==> src/rtl/cvg_pkg.sv <==
package cvg_pkg;

    localparam int ANGLE_BITS    = 16;
    localparam int CORDIC_STAGES = 16;
    localparam int IDX_W         = 11;
    localparam int SEG_W         = 11;
    localparam int CRD_W         = 16;
    localparam int PT_W          = 18;
    localparam int DIV_STAGES    = IDX_W + ANGLE_BITS;
    localparam int TURN_W        = 32;
    localparam int XY_W          = 34;
    localparam int PROD_W        = XY_W + CRD_W + 1;
    localparam int FRAC_SH       = 30;
    localparam int QDEPTH        = 4;
    localparam int QPTR_W        = $clog2(QDEPTH);

    localparam logic signed [XY_W-1:0]   GAIN_Q30    = XY_W'(652032874);
    localparam logic signed [TURN_W-1:0] QUARTER_POS = TURN_W'(1073741824);
    localparam logic signed [TURN_W-1:0] QUARTER_NEG = -TURN_W'(1073741824);

    localparam logic [CRD_W-1:0] RST_CENTER_X = '0;
    localparam logic [CRD_W-1:0] RST_CENTER_Y = '0;
    localparam logic [CRD_W-1:0] RST_RADIUS   = CRD_W'(2560);
    localparam logic [SEG_W-1:0] RST_SEGMENTS = SEG_W'(100);

    typedef enum logic [1:0] {
        REG_CENTER_X = 2'd0,
        REG_CENTER_Y = 2'd1,
        REG_RADIUS   = 2'd2,
        REG_SEGMENTS = 2'd3
    } cvg_reg_t;

    typedef struct packed {
        logic signed [TURN_W-1:0] z;
        logic                     flip;
    } cvg_item_t;

    function automatic logic signed [XY_W-1:0] atan_turn(input int i);
        logic signed [XY_W-1:0] a;
        a = '0;
        case (i)
            0:  a = XY_W'(536870912);
            1:  a = XY_W'(316933406);
            2:  a = XY_W'(167458907);
            3:  a = XY_W'(85004756);
            4:  a = XY_W'(42667331);
            5:  a = XY_W'(21354465);
            6:  a = XY_W'(10679838);
            7:  a = XY_W'(5340245);
            8:  a = XY_W'(2670163);
            9:  a = XY_W'(1335087);
            10: a = XY_W'(667544);
            11: a = XY_W'(333772);
            12: a = XY_W'(166886);
            13: a = XY_W'(83443);
            14: a = XY_W'(41722);
            15: a = XY_W'(20861);
            16: a = XY_W'(10430);
            17: a = XY_W'(5215);
            18: a = XY_W'(2608);
            19: a = XY_W'(1304);
            20: a = XY_W'(652);
            21: a = XY_W'(326);
            22: a = XY_W'(163);
            23: a = XY_W'(81);
            default: a = '0;
        endcase
        return a;
    endfunction

endpackage

==> src/rtl/cvg_front.sv <==
module cvg_front (
    input  logic                          clk,
    input  logic                          rst_n,
    input  logic                          in_valid,
    output logic                          in_ready,
    input  logic [cvg_pkg::IDX_W-1:0]     vertex_index,
    input  logic [cvg_pkg::SEG_W-1:0]     segments,
    input  logic                          q_full,
    output logic                          q_push,
    output cvg_pkg::cvg_item_t            q_item
);

    localparam int N = cvg_pkg::DIV_STAGES;

    logic                            en;
    logic                            v_reg   [N];
    logic [cvg_pkg::IDX_W-1:0]       idx_reg [N];
    logic [cvg_pkg::SEG_W-1:0]       rem_reg [N];
    logic [cvg_pkg::ANGLE_BITS-1:0]  q_reg   [N];

    logic [cvg_pkg::IDX_W-1:0]       idx_in  [N];
    logic [cvg_pkg::SEG_W-1:0]       rem_in  [N];
    logic [cvg_pkg::ANGLE_BITS-1:0]  q_in    [N];
    logic [cvg_pkg::SEG_W-1:0]       rem_next [N];
    logic [cvg_pkg::ANGLE_BITS-1:0]  q_next  [N];

    assign en       = !(v_reg[N-1] && q_full);
    assign in_ready = en;

    genvar k;
    generate
        for (k = 0; k < N; k++) begin : g_div
            localparam int P = N - 1 - k;
            logic            dbit;
            logic [cvg_pkg::SEG_W:0] t;
            logic            ge;

            if (k == 0) begin : g_first
                assign idx_in[k] = vertex_index;
                assign rem_in[k] = '0;
                assign q_in[k]   = '0;
            end
            else begin : g_rest
                assign idx_in[k] = idx_reg[k-1];
                assign rem_in[k] = rem_reg[k-1];
                assign q_in[k]   = q_reg[k-1];
            end

            if (P >= cvg_pkg::ANGLE_BITS) begin : g_bit
                assign dbit = idx_in[k][P - cvg_pkg::ANGLE_BITS];
            end
            else begin : g_zero
                assign dbit = 1'b0;
            end

            assign t           = {rem_in[k], dbit};
            assign ge          = t >= {1'b0, segments};
            assign rem_next[k] = ge ? cvg_pkg::SEG_W'(t - {1'b0, segments})
                                    : t[cvg_pkg::SEG_W-1:0];
            assign q_next[k]   = {q_in[k][cvg_pkg::ANGLE_BITS-2:0], ge};

            always_ff @(posedge clk or negedge rst_n)
            begin
                if (!rst_n)
                begin
                    v_reg[k] <= 1'b0;
                end
                else if (en)
                begin
                    v_reg[k] <= (k == 0) ? in_valid : v_reg[(k == 0) ? 0 : k-1];
                end
            end

            always_ff @(posedge clk)
            begin
                if (en)
                begin
                    idx_reg[k] <= idx_in[k];
                    rem_reg[k] <= rem_next[k];
                    q_reg[k]   <= q_next[k];
                end
            end
        end
    endgenerate

    logic [cvg_pkg::ANGLE_BITS-1:0] phase;
    logic signed [cvg_pkg::TURN_W-1:0] turn;
    logic flip;

    // fold angles past a quarter turn onto the right half-plane
    always_comb
    begin
        phase = (segments == '0) ? '0 : q_reg[N-1];
        turn  = {phase, {(cvg_pkg::TURN_W - cvg_pkg::ANGLE_BITS){1'b0}}};
        flip  = (turn > cvg_pkg::QUARTER_POS) || (turn < cvg_pkg::QUARTER_NEG);
        q_item.flip = flip;
        q_item.z    = flip ? {~turn[cvg_pkg::TURN_W-1], turn[cvg_pkg::TURN_W-2:0]} : turn;
    end

    assign q_push = en && v_reg[N-1];

endmodule

==> config.mk <==
export PLATFORM = sky130hd
export DESIGN_NAME = cvg_front
export DESIGN_NICKNAME = d
export VERILOG_FILES = /design/src/rtl/cvg_pkg.sv /design/src/rtl/cvg_front.sv
export SDC_FILE = /design/constraint.sdc
export NUM_CORES = 1
export LEC_CHECK = 0
export BUFFER_PORTS_ARGS = -buffer_cell sky130_fd_sc_hd__buf_2
export CORE_MARGIN = 1
export CORE_UTILIZATION = 65
export CTS_CLUSTER_SIZE = 24
export DETAILED_ROUTE_END_ITERATION = 8
export GPL_TIMING_DRIVEN = 0
export HOLD_SLACK_MARGIN = 0.08
export MAX_ROUTING_LAYER = met4
export PLACE_DENSITY = 0.79
export SETUP_SLACK_MARGIN = 0.3
export SKIP_LAST_GASP = 1
export SYNTH_ARGS = -nofsm -noshare
export SYNTH_HDL_FRONTEND = slang
export SYNTH_SLANG_ARGS = --single-unit
==> constraint.sdc <==
create_clock -name clk -period 40.3 [get_ports clk]
set_clock_uncertainty 0.15 [all_clocks]
set_input_delay 4.03 -clock clk [delete_from_list [all_inputs] [get_ports clk]]
set_output_delay 4.03 -clock clk [all_outputs]
set_load 0.03 [all_outputs]
==> flow_metrics.py <==
metrics = {
    "worst_setup_path": {
        "cp_slowest_cell": "clkbuf_1",
        "worst-path-stages": 9,
        "crit_top_cell": "buf_4",
        "crit_path_max_incr_delay_ns": 0.49,
        "start_kind": "primary input",
        "worstPathCellList": "buf_4, inv_2, buf_12, nand3_1, nor2_1, clkbuf_1, a21oi_1, buf_4, buf_2",
        "r2r_slack_ns": 37.05,
        "reg2reg_depth": 9,
        "crit-reg2reg-launch": "idx_reg[1][35]",
        "r2r-end": "rem_reg[0][97]",
        "cp-end-kind": "primary output",
        "cp.required_ns": 36.12,
        "critical_path_class": "primary input to primary output",
        "arrival_ns": 6.90,
        "crit_fanout": 29,
        "crit_family": "buffers and inverters",
        "cp.buffers_inverters": 6,
    },
    "pwr": {
        "peakVddDrop_v": 0.00005980,
        "powerDensity_nw_per_um2": 92.20,
        "power_leakage_uw": 0.01397,
    },
    "clock_network": {
        "post_cts_resized": 0,
        "cts-root-buf": "clkbuf_16",
        "path_clk_slew_ns": 0.07,
        "ctsHoldBuffers": 0,
        "cts_setup_buffers": 0,
        "worst_skew_pair.late_latency_ns": 0.60,
        "cts.sinks": 504,
        "cts_tree": "built",
        "htreeDepth": 2,
        "cts_buffers": 55,
        "clock_path_buffers": 3,
    },
    "finish": {
        "finalInstanceArea_sq_um": 35840,
        "drive_gt1_share_pct": 13.90,
        "largest_reg_flops": 286,
        "final_nets": 3337,
        "diodes": 0,
        "area_growth_pct": 10.44,
        "fillers": 3392,
        "final_util_pct": 73.07,
    },
    "hold_path": {
        "whs_path_depth": 0,
        "holdPathEnd": "idx_reg[1][1]",
        "hp-class": "flip-flop to flip-flop",
        "hp-start": "idx_reg[0][34]",
    },
    "yosys": {
        "avgSynthCellArea_sq_um": 11.32,
        "ys_types": 72,
        "netlist_area_sq_um": 32450,
        "async_flop_share_pct": 5.357,
        "ys.flop_type": "edfxtp_1",
        "synth-edff-count": 477,
        "synth_warnings": 0,
        "yosys_register_bits": 504,
        "syn_inst": 2866,
        "ys_seq_area_share_pct": 46.22,
    },
    "routing": {
        "drt_pass1_iterations": 6,
        "met2_length_mm": 37.18,
        "first_iter_violations": 2267,
        "postRouteAntennaNets": 0,
        "routedWlPerCell_um": 21.25,
        "avgViaCountPerCell": 6.546,
        "drc": 0,
        "route.vias.total": 24270,
        "route.met3.wl_mm": 4.720,
        "dr.max_layer_used": "met4",
        "wirelength_met1_mm": 34.37,
        "routed_wl_mm": 78.78,
    },
    "sta": {
        "hold_viol": 0,
        "max_slew_margin_pct": 9.323,
        "fin_crit_sh_pct": 27.48,
        "fin_setup_tns_ns": 0,
        "timing.fmax_ghz": 0.09029,
        "worst_slew_pin_slew_ns": 1.360,
        "maxSlewViolCount": 0,
        "grt_setup_unrepaired": "no",
        "setup_ws_ns": 29.22,
        "whs_ns": 0.2501,
        "setup_viol": 0,
        "fin_crit_ns": 11.08,
    },
    "floorplanning": {
        "die_area_sq_um": 50830,
        "initial_core_util_pct": 66.16,
        "rows": 81,
        "fp.dieH_um": 225.4,
        "io_pins": 61,
        "die_w_um": 225.4,
        "core_sq_um": 49050,
    },
    "place": {
        "dp_hpwl_mm": 53.94,
        "io_buffers": 44,
        "preCtsSetupSlack_ns": 28.77,
        "placed_cell_area_sq_um": 33960,
        "gp_congestion": 0.8936,
    },
    "run": {
        "drv_cap": 0,
    },
    "global_route": {
        "grt_pass1_wl_mm": 123.6,
        "grt_pass1_vias": 23410,
        "grt_antenna_before_repair": 1,
        "groute.usage.overall_pct": 31.83,
        "grt_start_max_net_pins": 78,
        "grt_overflow": 0,
    },
    "status": {
        "status": "finished, final reports clean",
    },
}
cell families (layout without fill, tap and decap cells):
| family | count (synthesis) | in the layout | synth area share, % |
|---|---|---|---|
| AOI/OAI and AO/OA | 840 | 840 | 18.27 |
| and+or+nand+nor | 776 | 776 | 11.98 |
| DFF | 504 | 504 | 46.22 |
| adders and majority gates | 312 | 312 | 12.61 |
| muxes | 168 | 168 | 5.795 |
| buffers and inverters | 164 | 326 | 2.394 |
| xor gates and xnor gates | 101 | 101 | 2.726 |
| other | 1 | 16 | 0.01155 |
worst max-delay path by stage:
stage                start  slack (ns)   endpoint
2_1_floorplan       q_full       18.53   in_ready
3_3_place_gp        q_full       12.64   in_ready
3_5_place_dp   segments[1]       28.77  q_item[0]
4_1_cts        segments[1]       28.74  q_item[0]
5_1_grt        segments[1]       29.12  q_item[0]
6_report       segments[1]       29.22  q_item[0]
cells in the final DEF (no fill, tap or decap), types with 22 or more instances in the layout:
cell       count
o21a_1        53
nand2_1       86
buf_2         60
and2_1        32
nand4_1       35
ha_1         287
a211oi_1     123
o21ai_0      186
o21bai_1      34
dfrtp_1       27
nor2b_1       61
inv_1         89
a21o_1        66
nand2b_1      65
xnor2_1       58
a21oi_1      129
mux2_2       159
nand3_1      108
nor2_1       209
nor3_1       125
a2bb2oi_1     25
edfxtp_1     477
xor2_1        43
fa_1          25
o211a_1       22
clkbuf_16     57
synth_stat cells, types with 66 or more instances:
cell type / number / area, sq um
edfxtp_1: 477 / 14320
ha_1: 287 / 3591
nor2_1: 209 / 784.5
o21ai_0: 186 / 930.9
mux2_2: 159 / 1790
a21oi_1: 129 / 645.6
nor3_1: 125 / 625.6
a211oi_1: 123 / 923.4
nand3_1: 108 / 540.5
inv_1: 99 / 371.6
nand2_1: 86 / 322.8
a21o_1: 66 / 495.5
metal layers:
metal	vias up	global-route usage [%]
met1	11740	41.79
li1	11470	-
met4	0	11.06
met2	873	51.30
met5	-	-
met3	178	3.794
metrics by stage:
stage               std cells  power (uW)
floorplan                2881        2393
global placement         3589        2752
detailed placement       3606        2728
CTS                      3707        3281
global route             3707        3511
finish                   3707        3305
power by group:
group	internal (uW)	switching [uW]	total [uW]
logic	731	952	1680
registers	961	136	1100
clock network	315	211	526
area by class of cell:
class / instances / area, sq um / area share (%)
timing repair buffer: 61 / 615.6 / 1.718
inverter: 106 / 397.9 / 1.110
clock buffer: 61 / 1441 / 4.021
buffer: 58 / 382.9 / 1.068
clock inverter: 40 / 440.4 / 1.229
multi-input combinational: 2213 / 16730 / 46.69
tap: 664 / 830.8 / 2.318
sequential: 504 / 15000 / 41.85
Note: power is estimated with default switching activity, not from simulation.
