===== src/rtl/cvg_pkg.sv =====
package cvg_pkg;

    localparam int ANGLE_BITS    = 16;
    localparam int CORDIC_STAGES = 16;
    localparam int IDX_W         = 11;
    localparam int SEG_W         = 11;
    localparam int CRD_W         = 16;
    localparam int PT_W          = 18;
    localparam int DIV_STAGES    = IDX_W + ANGLE_BITS;
    localparam int TURN_W        = 32;
    localparam int XY_W          = 34;
    localparam int PROD_W        = XY_W + CRD_W + 1;
    localparam int FRAC_SH       = 30;
    localparam int QDEPTH        = 4;
    localparam int QPTR_W        = $clog2(QDEPTH);

    localparam logic signed [XY_W-1:0]   GAIN_Q30    = XY_W'(652032874);
    localparam logic signed [TURN_W-1:0] QUARTER_POS = TURN_W'(1073741824);
    localparam logic signed [TURN_W-1:0] QUARTER_NEG = -TURN_W'(1073741824);

    localparam logic [CRD_W-1:0] RST_CENTER_X = '0;
    localparam logic [CRD_W-1:0] RST_CENTER_Y = '0;
    localparam logic [CRD_W-1:0] RST_RADIUS   = CRD_W'(2560);
    localparam logic [SEG_W-1:0] RST_SEGMENTS = SEG_W'(100);

    typedef enum logic [1:0] {
        REG_CENTER_X = 2'd0,
        REG_CENTER_Y = 2'd1,
        REG_RADIUS   = 2'd2,
        REG_SEGMENTS = 2'd3
    } cvg_reg_t;

    typedef struct packed {
        logic signed [TURN_W-1:0] z;
        logic                     flip;
    } cvg_item_t;

    function automatic logic signed [XY_W-1:0] atan_turn(input int i);
        logic signed [XY_W-1:0] a;
        a = '0;
        case (i)
            0:  a = XY_W'(536870912);
            1:  a = XY_W'(316933406);
            2:  a = XY_W'(167458907);
            3:  a = XY_W'(85004756);
            4:  a = XY_W'(42667331);
            5:  a = XY_W'(21354465);
            6:  a = XY_W'(10679838);
            7:  a = XY_W'(5340245);
            8:  a = XY_W'(2670163);
            9:  a = XY_W'(1335087);
            10: a = XY_W'(667544);
            11: a = XY_W'(333772);
            12: a = XY_W'(166886);
            13: a = XY_W'(83443);
            14: a = XY_W'(41722);
            15: a = XY_W'(20861);
            16: a = XY_W'(10430);
            17: a = XY_W'(5215);
            18: a = XY_W'(2608);
            19: a = XY_W'(1304);
            20: a = XY_W'(652);
            21: a = XY_W'(326);
            22: a = XY_W'(163);
            23: a = XY_W'(81);
            default: a = '0;
        endcase
        return a;
    endfunction

endpackage


===== src/rtl/cvg_queue.sv =====
module cvg_queue (
    input  logic                clk,
    input  logic                rst_n,
    input  logic                push,
    input  cvg_pkg::cvg_item_t  push_item,
    input  logic                pop,
    output cvg_pkg::cvg_item_t  head,
    output logic                empty,
    output logic                full
);

    cvg_pkg::cvg_item_t              mem_reg [cvg_pkg::QDEPTH];
    logic [cvg_pkg::QPTR_W-1:0]      wp_reg, wp_next;
    logic [cvg_pkg::QPTR_W-1:0]      rp_reg, rp_next;
    logic [cvg_pkg::QPTR_W:0]        cnt_reg, cnt_next;

    assign empty = (cnt_reg == '0);
    assign full  = (cnt_reg == (cvg_pkg::QPTR_W+1)'(cvg_pkg::QDEPTH));
    assign head  = mem_reg[rp_reg];

    always_comb
    begin
        wp_next  = push ? wp_reg + 1'b1 : wp_reg;
        rp_next  = pop  ? rp_reg + 1'b1 : rp_reg;
        cnt_next = cnt_reg + (cvg_pkg::QPTR_W+1)'(push) - (cvg_pkg::QPTR_W+1)'(pop);
    end

    always_ff @(posedge clk or negedge rst_n)
    begin
        if (!rst_n)
        begin
            wp_reg  <= '0;
            rp_reg  <= '0;
            cnt_reg <= '0;
        end
        else
        begin
            wp_reg  <= wp_next;
            rp_reg  <= rp_next;
            cnt_reg <= cnt_next;
        end
    end

    always_ff @(posedge clk)
    begin
        if (push)
        begin
            mem_reg[wp_reg] <= push_item;
        end
    end

endmodule


===== config.mk =====
export PLATFORM = sky130hd
export DESIGN_NAME = cvg_queue
export DESIGN_NICKNAME = d
export VERILOG_FILES = /design/src/rtl/cvg_pkg.sv /design/src/rtl/cvg_queue.sv
export SDC_FILE = /design/constraint.sdc
export NUM_CORES = 1
export LEC_CHECK = 0
export BUFFER_PORTS_ARGS = -buffer_cell sky130_fd_sc_hd__buf_2
export CELL_PAD_IN_SITES_DETAIL_PLACEMENT = 1
export CELL_PAD_IN_SITES_GLOBAL_PLACEMENT = 2
export CORE_MARGIN = 1.5
export CORE_UTILIZATION = 40
export DETAILED_ROUTE_END_ITERATION = 12
export GPL_TIMING_DRIVEN = 1
export PLACE_DENSITY_LB_ADDON = 0.1
export SYNTH_ARGS = -nofsm -noshare
export SYNTH_HDL_FRONTEND = slang
export SYNTH_SLANG_ARGS = --single-unit

===== constraint.sdc =====
create_clock -name clk -period 5.3 [get_ports clk]
set_input_delay 0.265 -clock clk [delete_from_list [all_inputs] [get_ports clk]]
set_output_delay 0.265 -clock clk [all_outputs]
set_load 0.05 [all_outputs]

==> flow_summary.toml, run 1 <==
[global_route]
grt_max_degree = 35
grt_overflow = 0
grt_pass1_vias = 2408
grt_first_pass_wirelength_mm = 13.7
track_usage = 0.145
antenna_found_initial = 0

[synth]
syn_area_sq_um = 5200
yosysTopAreaCell = "edfxtp_1"
yosysMostFrequentCell = "edfxtp_1"
postSynthAreaPerCell_sq_um = 25.1
synth_cells = 207
synth_commonest_cells = "edfxtp_1, mux4_2, dfrtp_1"
synth_area_leaders = "edfxtp_1, mux4_2, dfrtp_1"
synth_fp_nets = 251
synth_cell_types = 17
synth_edf_count = 132
yosysSeqAreaShare = 0.796
synth-main-ff-cell = "edfxtp_1"
synth-seq-cells = 139
synth.top_cell.area_share = 0.762
synthArstFlopShare = 0.0504
ys_warn_count = 0

[power_and_ir_drop]
p_leak_nw = 2.21
clock_power_share = 0.272
p_sw_frac = 0.380
powerDensity_nw_per_um2 = 650
pwr-share-comb = 0.341
power.internal_w = 0.00253
netSwitchingPower_w = 0.00155
irDropWorstVdd_v = 0.000242
seq_power_share = 0.387

[cells_and_area]
fillCellCount = 1158
drive_above_1_share = 0.451
nets = 335
largest_reg_flops = 132
multi_input_area_sq_um = 955
syn_to_final_growth_pct = 20.6
seq_area_sq_um = 4140
final_area_sq_um = 6270
antenna_cells = 0

[route]
via_per_inst = 4.87
drt_iter0_drc = 138
ant_nets = 0
drc = 0
vias = 2316
finalWirelength_mm = 9.12
dr.pass1.iters = 4
wl_per_cell_um = 19.2

[clock_network]
numCtsBuffers = 17
cts_root_buf = "clkbuf_16"
cts.sinks = 139
h-tree-depth = 4
cts_tree = "built"
clk_path_buf_depth = 2
insertion_delay_ns = 0.41
cts.clk_slew.worst_paths_ns = 0.06

[die]
die_w_um = 117
core_sq_um = 12700
fp-row-count = 41
die-area_sq_um = 13700
die_h_um = 117
initial_core_util = 0.411
pin_count = 72

[timing]
max_freq_mhz = 386
slew_headroom = 0.379
rsz0062_at_grt = "false"
worst_pin_slew_ns = 0.932
clock_skew_ns = 0.00685
fin_tns_setup_ns = 0
finalSetupViolations = 0
period_minus_slack_ns = 2.59
timing_hold_violations_final = 0
finalCritPeriodShare = 0.489
final_max_slew_viol_count = 0

[job]
drv_cap = 0

[worst_setup_path]
r2r_slack_ns = 3.47
critical_path_buf_inv_count = 2
cp_slowest_cell = "mux4_1"
cp.required_ns = 5.04
endpoint_kind = "output port"
crit_fanout = 27
critical_path.max_stage_delay_ns = 0.62
path_delay_family = "buffers and inverters"
critPathKind = "reg2out"
crit_arrival_ns = 2.33
path_cells = "buf_4 > mux4_1 > buf_2"
r2r_cells = 3
start_kind = "flip-flop"
r2r-end = "mem_reg[1][21]"
r2r-start = "wp_reg[1]"

[min_path]
min_path_type = "in2reg"
hold-path-endpoint = "mem_reg[0][5]"
hold_start = "push_item[5]"
whs_path_depth = 1

[placed_design]
placed_area_sq_um = 5700
io_buffers = 71
gp_congestion = 0.628
dp.final_hpwl_mm = 5.25

[run_status]
outcome = "finished clean"
[cell type report]
type / instances / share of cell area
timing repair buffer: 73 / 0.0594
tap: 172 / 0.0343
clock inverter: 15 / 0.0225
inverter: 6 / 0.00359
sequential: 139 / 0.660
multi-input combinational: 54 / 0.152
clock buffer: 17 / 0.0678
[power by group through the flow]
stage                     combinational [W]  sequential (W)  clock (W)
after floorplan                     0.00124         0.00151          0
after CTS                           0.00142         0.00158    0.00114
final                               0.00139         0.00158    0.00111
after global routing                0.00148         0.00160    0.00118
after global placement              0.00142         0.00160          0
after detailed placement            0.00142         0.00161          0
[cell usage in the layout, fill, tap and decap left out, types with 5 or more instances in the layout]
master	synthesis	final
buf_2	4	71
clkbuf_16	0	17
clkinv_4	0	6
dfrtp_1	7	5
edfxtp_1	132	132
ha_1	6	6
inv_1	6	6
mux4_1	5	5
mux4_2	28	28
[logic make-up (layout without fill, tap and decap cells)]
family	count (synthesis)	in the layout	share of synthesized area
buffers and inverters	14	111	0.0219
adders and majority gates	7	7	0.0183
xor gates and xnor gates	5	5	0.00842
AOI/OAI and AO/OA	1	1	0.000961
and+or+nand+nor	8	8	0.00842
DFF	139	139	0.796
muxes	33	33	0.146
[what timing repair did]
| action | in CTS | in global routing |
|---|---|---|
| endpoints found under the hold margin | 7 | 0 |
| hold buffers | 1 | 0 |
| setup endpoints to repair | 0 | 0 |
| setup buffers | 0 | 0 |
| resized for setup | 0 | 0 |
[metrics by stage]
stage	std cells	setup slack, ns	utilization	hold slack [ns]	total power [W]
after floorplan	207	3.47	-	-0.0306	0.00274
after global placement	443	3.08	0.450	0.120	0.00301
after detailed placement	443	3.06	0.450	0.117	0.00302
after CTS	476	2.62	0.495	0.0419	0.00414
after global routing	476	2.52	0.495	0.0472	0.00426
final	476	2.71	0.495	0.0648	0.00408
[worst max path at each step]
stage / slack [ns] / cells after the start / to / startpoint
final: 2.71 / 3 / head[1] / rp_reg[0]
after detailed placement: 3.06 / 3 / head[1] / rp_reg[0]
after floorplan: 3.47 / 3 / mem_reg[0][0] / wp_reg[0]
after global routing: 2.52 / 3 / head[1] / rp_reg[0]
after global placement: 3.08 / 3 / head[2] / rp_reg[0]
after CTS: 2.62 / 3 / head[1] / rp_reg[0]
[worst reg2reg max path: cells and delay by family, from the launching register on]
kind	cells	cell delay [ns]
DFF	1	0.40
buffers and inverters	1	0.12
and+or+nand+nor	1	0.76
adders and majority gates	1	0.16
[metal layers]
metal / share of wire / track usage
met1: 0.46 / 0.190
met2: 0.48 / 0.225
met4: 0.014 / 0.0578
met5: 0 / 0
met3: 0.042 / 0.0484
Power figures use the tool's default switching activity.
==> run 2: changes to the inputs <==
clock period = 2.4 ns   (was 5.3 ns; I/O delays follow)
==> run 2 against run 1 <==
Power rose by 120%. Sequential power rose by 120%. Flip-flop and latch count did not move. Non-clock buffer count rose by 42. Clock skew rose by 0.0022 ns. Critical path type unchanged. Largest power group unchanged.
==> flow_summary.toml, run 2 (same netlist as run 1, synthesis figures left out) <==
[worst_setup_path]
critical_path_depth = 3
path_cells = "buf_4 > mux4_1 > buf_2"
endpoint_kind = "output port"
r2r_cells = 4
crit_fanout = 18
cp.required_ns = 2.28
critPathKind = "reg2out"
critical_path_buf_inv_count = 2
critical_path.max_stage_delay_ns = 0.66
crit_arrival_ns = 2.05
start_kind = "flip-flop"
path_delay_family = "flip-flops"
cp_slowest_cell = "dfrtp_2"

[global_route]
track_usage = 0.153
antenna_found_initial = 0
grt_first_pass_wirelength_mm = 14.8
grt_max_degree = 24
grt_overflow = 0
grt_pass1_vias = 2726

[die]
pin_count = 72
die_w_um = 117
fp-row-count = 41
core_sq_um = 12700
die-area_sq_um = 13700
die_h_um = 117
initial_core_util = 0.411

[cells_and_area]
final_area_sq_um = 6700
final_cell_mix = "edfxtp_1, buf_2, dlygate4sd3_1"
multi_input_area_sq_um = 955
final_common_cell = "edfxtp_1"
nets = 377
fillCellCount = 1146
antenna_cells = 0
syn_to_final_growth_pct = 28.8
seq_area_sq_um = 4140
drive_above_1_share = 0.403
largest_reg_flops = 132

[clock_network]
insertion_delay_ns = 0.41
cts_tree = "built"
cts.sinks = 139
h-tree-depth = 4
cts.clk_slew.worst_paths_ns = 0.06
cts.repair_timing.setup_buffer_count = 0
hold_buffers = 36
cts_resized = 0
cts_root_buf = "clkbuf_16"
clk_path_buf_depth = 2
numCtsBuffers = 17

[timing]
worst_pin_slew_ns = 0.469
timing_hold_violations_final = 0
fin_tns_setup_ns = 0
finalSetupViolations = 0
rsz0062_at_grt = "false"
finalCritPeriodShare = 0.902
clock_skew_ns = 0.00907
max_freq_mhz = 462
setup_ws_ns = 0.234
period_minus_slack_ns = 2.17
final_max_slew_viol_count = 0
slew_headroom = 0.688

[job]
drv_cap = 0

[min_path]
min_path_type = "in2async"

[placed_design]
gp_congestion = 0.666
placed_area_sq_um = 5800
io_buffers = 71
dp.final_hpwl_mm = 5.76
dp_slack_ns = 0.606

[route]
ant_nets = 0
drt_iter0_drc = 112
drc = 0
vias = 2460
finalWirelength_mm = 9.47
wl_per_cell_um = 18.3
via_per_inst = 4.76
dr.pass1.iters = 4

[power_and_ir_drop]
irDropWorstVdd_v = 0.000787
p_leak_nw = 2.41
powerDensity_nw_per_um2 = 1360

[run_status]
outcome = "finished clean"
[run 2: metrics by stage]
stage	utilization	cells	hold slack, ns	total power, W
2_1_floorplan	-	207	-0.176	0.00605
3_3_place_gp	0.458	450	-0.0216	0.00678
3_5_place_dp	0.458	450	-0.0218	0.00681
4_1_cts	0.529	517	0.0704	0.00926
5_1_grt	0.529	517	0.0947	0.00951
6_report	0.529	517	0.0798	0.00911
[run 2: power breakdown]
group,total [W],internal [W],switching (W)
Combinational,0.00332,0.00108,0.00224
Clock,0.00238,0.00149,0.000883
Sequential,0.00341,0.00319,0.000223
[run 2: area by class of cell]
type,count,share of cell area
flip-flops and latches,139,0.618
multi-input cells,54,0.143
repair buffers,115,0.123
clock buffers,19,0.0646
well taps,172,0.0321
clock inverters,12,0.0159
inverters,6,0.00336
[run 2: final timing paths]
check                                 end  slack (ns)           from
max reg2reg                mem_reg[2][11]        0.74      wp_reg[0]
max in group asynchronous       rp_reg[0]        2.13          rst_n
max                               head[0]        0.23      rp_reg[1]
min in group clk           mem_reg[1][28]        0.47  push_item[28]
min reg2reg                     wp_reg[0]        0.56      wp_reg[0]
min                            cnt_reg[0]        0.08          rst_n
[run 2: layer usage]
layer | global-route usage | up-vias | routed length, um
li1 | - | 1124 | -
met5 | 0 | - | 0
met4 | 0.0699 | 0 | 127
met3 | 0.0366 | 9 | 301
met1 | 0.189 | 1273 | 4100
met2 | 0.258 | 54 | 4950
==> run 3: changes to the inputs <==
BUFFER_PORTS_ARGS = -buffer_cell sky130_fd_sc_hd__buf_4   (was -buffer_cell sky130_fd_sc_hd__buf_2)
clock period = 2.6 ns   (was 2.4 ns; I/O delays follow)
==> run 3 against run 2 <==
Non-clock buffer count did not move. Clock power fell by 3%. Sequential power fell by 7.0%. Clock-buffer cell count rose by 2. Via count rose by 1.3%. Global-route usage rose by 0.24 points. Power fell by 4.0%. Critical endpoint is now head[1]. Highest routed layer unchanged.
==> flow_summary.toml, run 3 (same netlist as run 1, synthesis figures left out) <==
[global_route]
grt_first_pass_wirelength_mm = 14.7
antenna_found_initial = 0
grt_max_degree = 23
track_usage = 0.155
grt_overflow = 0
grt_pass1_vias = 2762

[route]
dr.pass1.iters = 4
wl_per_cell_um = 18.7
via_per_inst = 4.81
drc = 0
finalWirelength_mm = 9.70
ant_nets = 0
drt_iter0_drc = 151
vias = 2493

[worst_setup_path]
crit_arrival_ns = 2.08
cp.required_ns = 2.47
critPathKind = "reg2out"
start_kind = "flip-flop"
crit_fanout = 13
endpoint_kind = "output port"
r2r_slack_ns = 0.90

[timing]
max_freq_mhz = 452
clock_skew_ns = 0.00883
hold_slack_ns = 0.0740
final_max_slew_viol_count = 0
slew_headroom = 0.600
worst_pin_slew_ns = 0.600
rsz0062_at_grt = "false"
timing_hold_violations_final = 0
period_minus_slack_ns = 2.21
fin_tns_setup_ns = 0
finalSetupViolations = 0
finalCritPeriodShare = 0.852

[clock_network]
cts.sinks = 139
h-tree-depth = 4
cts_tree = "built"
cts.repair_timing.setup_buffer_count = 0
cts_resized = 0
numCtsBuffers = 17
hold_buffers = 36
insertion_delay_ns = 0.41
clk_path_buf_depth = 2
cts_root_buf = "clkbuf_16"
cts.clk_slew.worst_paths_ns = 0.06

[cells_and_area]
largest_reg_flops = 132
syn_to_final_growth_pct = 32.7
nets = 377
drive_above_1_share = 0.399
final_cell_mix = "edfxtp_1, buf_4, dlygate4sd3_1"
final_common_cell = "edfxtp_1"
antenna_cells = 0
fillCellCount = 1118
fin_cells = 518

[die]
die-area_sq_um = 13700
pin_count = 72
initial_core_util = 0.411
die_w_um = 117
core_sq_um = 12700
die_h_um = 117
fp-row-count = 41

[power_and_ir_drop]
p_leak_nw = 2.48
power_w = 0.00875
powerDensity_nw_per_um2 = 1270
irDropWorstVdd_v = 0.000489

[placed_design]
io_buffers = 71
dp.final_hpwl_mm = 5.88
gp_congestion = 0.654
placed_cells = 450

[run_status]
outcome = "finished clean"

[job]
drv_cap = 0

[min_path]
min_path_type = "in2async"
[run 3: changes by cell type in the layout (fill, tap and decap cells not counted)]
cell / delta
clkinv_2: -2
bufinv_16: +1
clkbuf_1: +2
buf_4: +71
buf_2: -71
[run 3: path summary, 6_finish.rpt]
kind,to,start,depth (start not counted)
min in group clk,mem_reg[2][26],push_item[26],2
setup reg to reg,mem_reg[0][2],wp_reg[0],4
hold / removal,cnt_reg[0],rst_n,2
hold reg to reg,wp_reg[0],wp_reg[0],1
setup / recovery,head[1],rp_reg[0],3
max in group asynchronous,rp_reg[1],rst_n,2
[run 3: critical path, stage by stage, from the launching register on]
cell	delay, ns
dfrtp_2	0.52
buf_4	0.34
mux4_1	0.60
buf_4	0.21
[run 3: layout make-up]
| cell class | count | area, sq um | area share |
|---|---|---|---|
| multi-input cells | 54 | 955 | 0.138 |
| well taps | 172 | 215 | 0.0312 |
| clock inverters | 11 | 126 | 0.0183 |
| repair buffers | 115 | 1000 | 0.145 |
| inverters | 6 | 22.5 | 0.00326 |
| clock buffers | 21 | 440 | 0.0638 |
| flip-flops and latches | 139 | 4140 | 0.600 |
[run 3: power breakdown]
| part | leakage (nW) | internal, W | switching (W) |
|---|---|---|---|
| logic | 0.903 | 0.00121 | 0.00206 |
| clock network | 0.281 | 0.00149 | 0.000825 |
| registers | 1.29 | 0.00294 | 0.000222 |
| total | 2.48 | 0.00564 | 0.00311 |
[run 3: routing by layer]
layer | vias to the layer above | part of all wire | track usage
met1 | 1295 | 0.46 | 0.199
met4 | 0 | 0.020 | 0.0819
met3 | 14 | 0.036 | 0.0422
met2 | 62 | 0.49 | 0.246
li1 | 1122 | - | -
met5 | - | 0 | 0
[run 3: per-stage QoR]
stage	util	instance area (sq um)	worst slack [ns]
finish	0.545	6900	0.386
global route	0.545	6900	0.256
CTS	0.545	6900	0.334
detailed placement	0.472	5980	0.768
global placement	0.472	5980	0.788
floorplan	-	5200	0.775
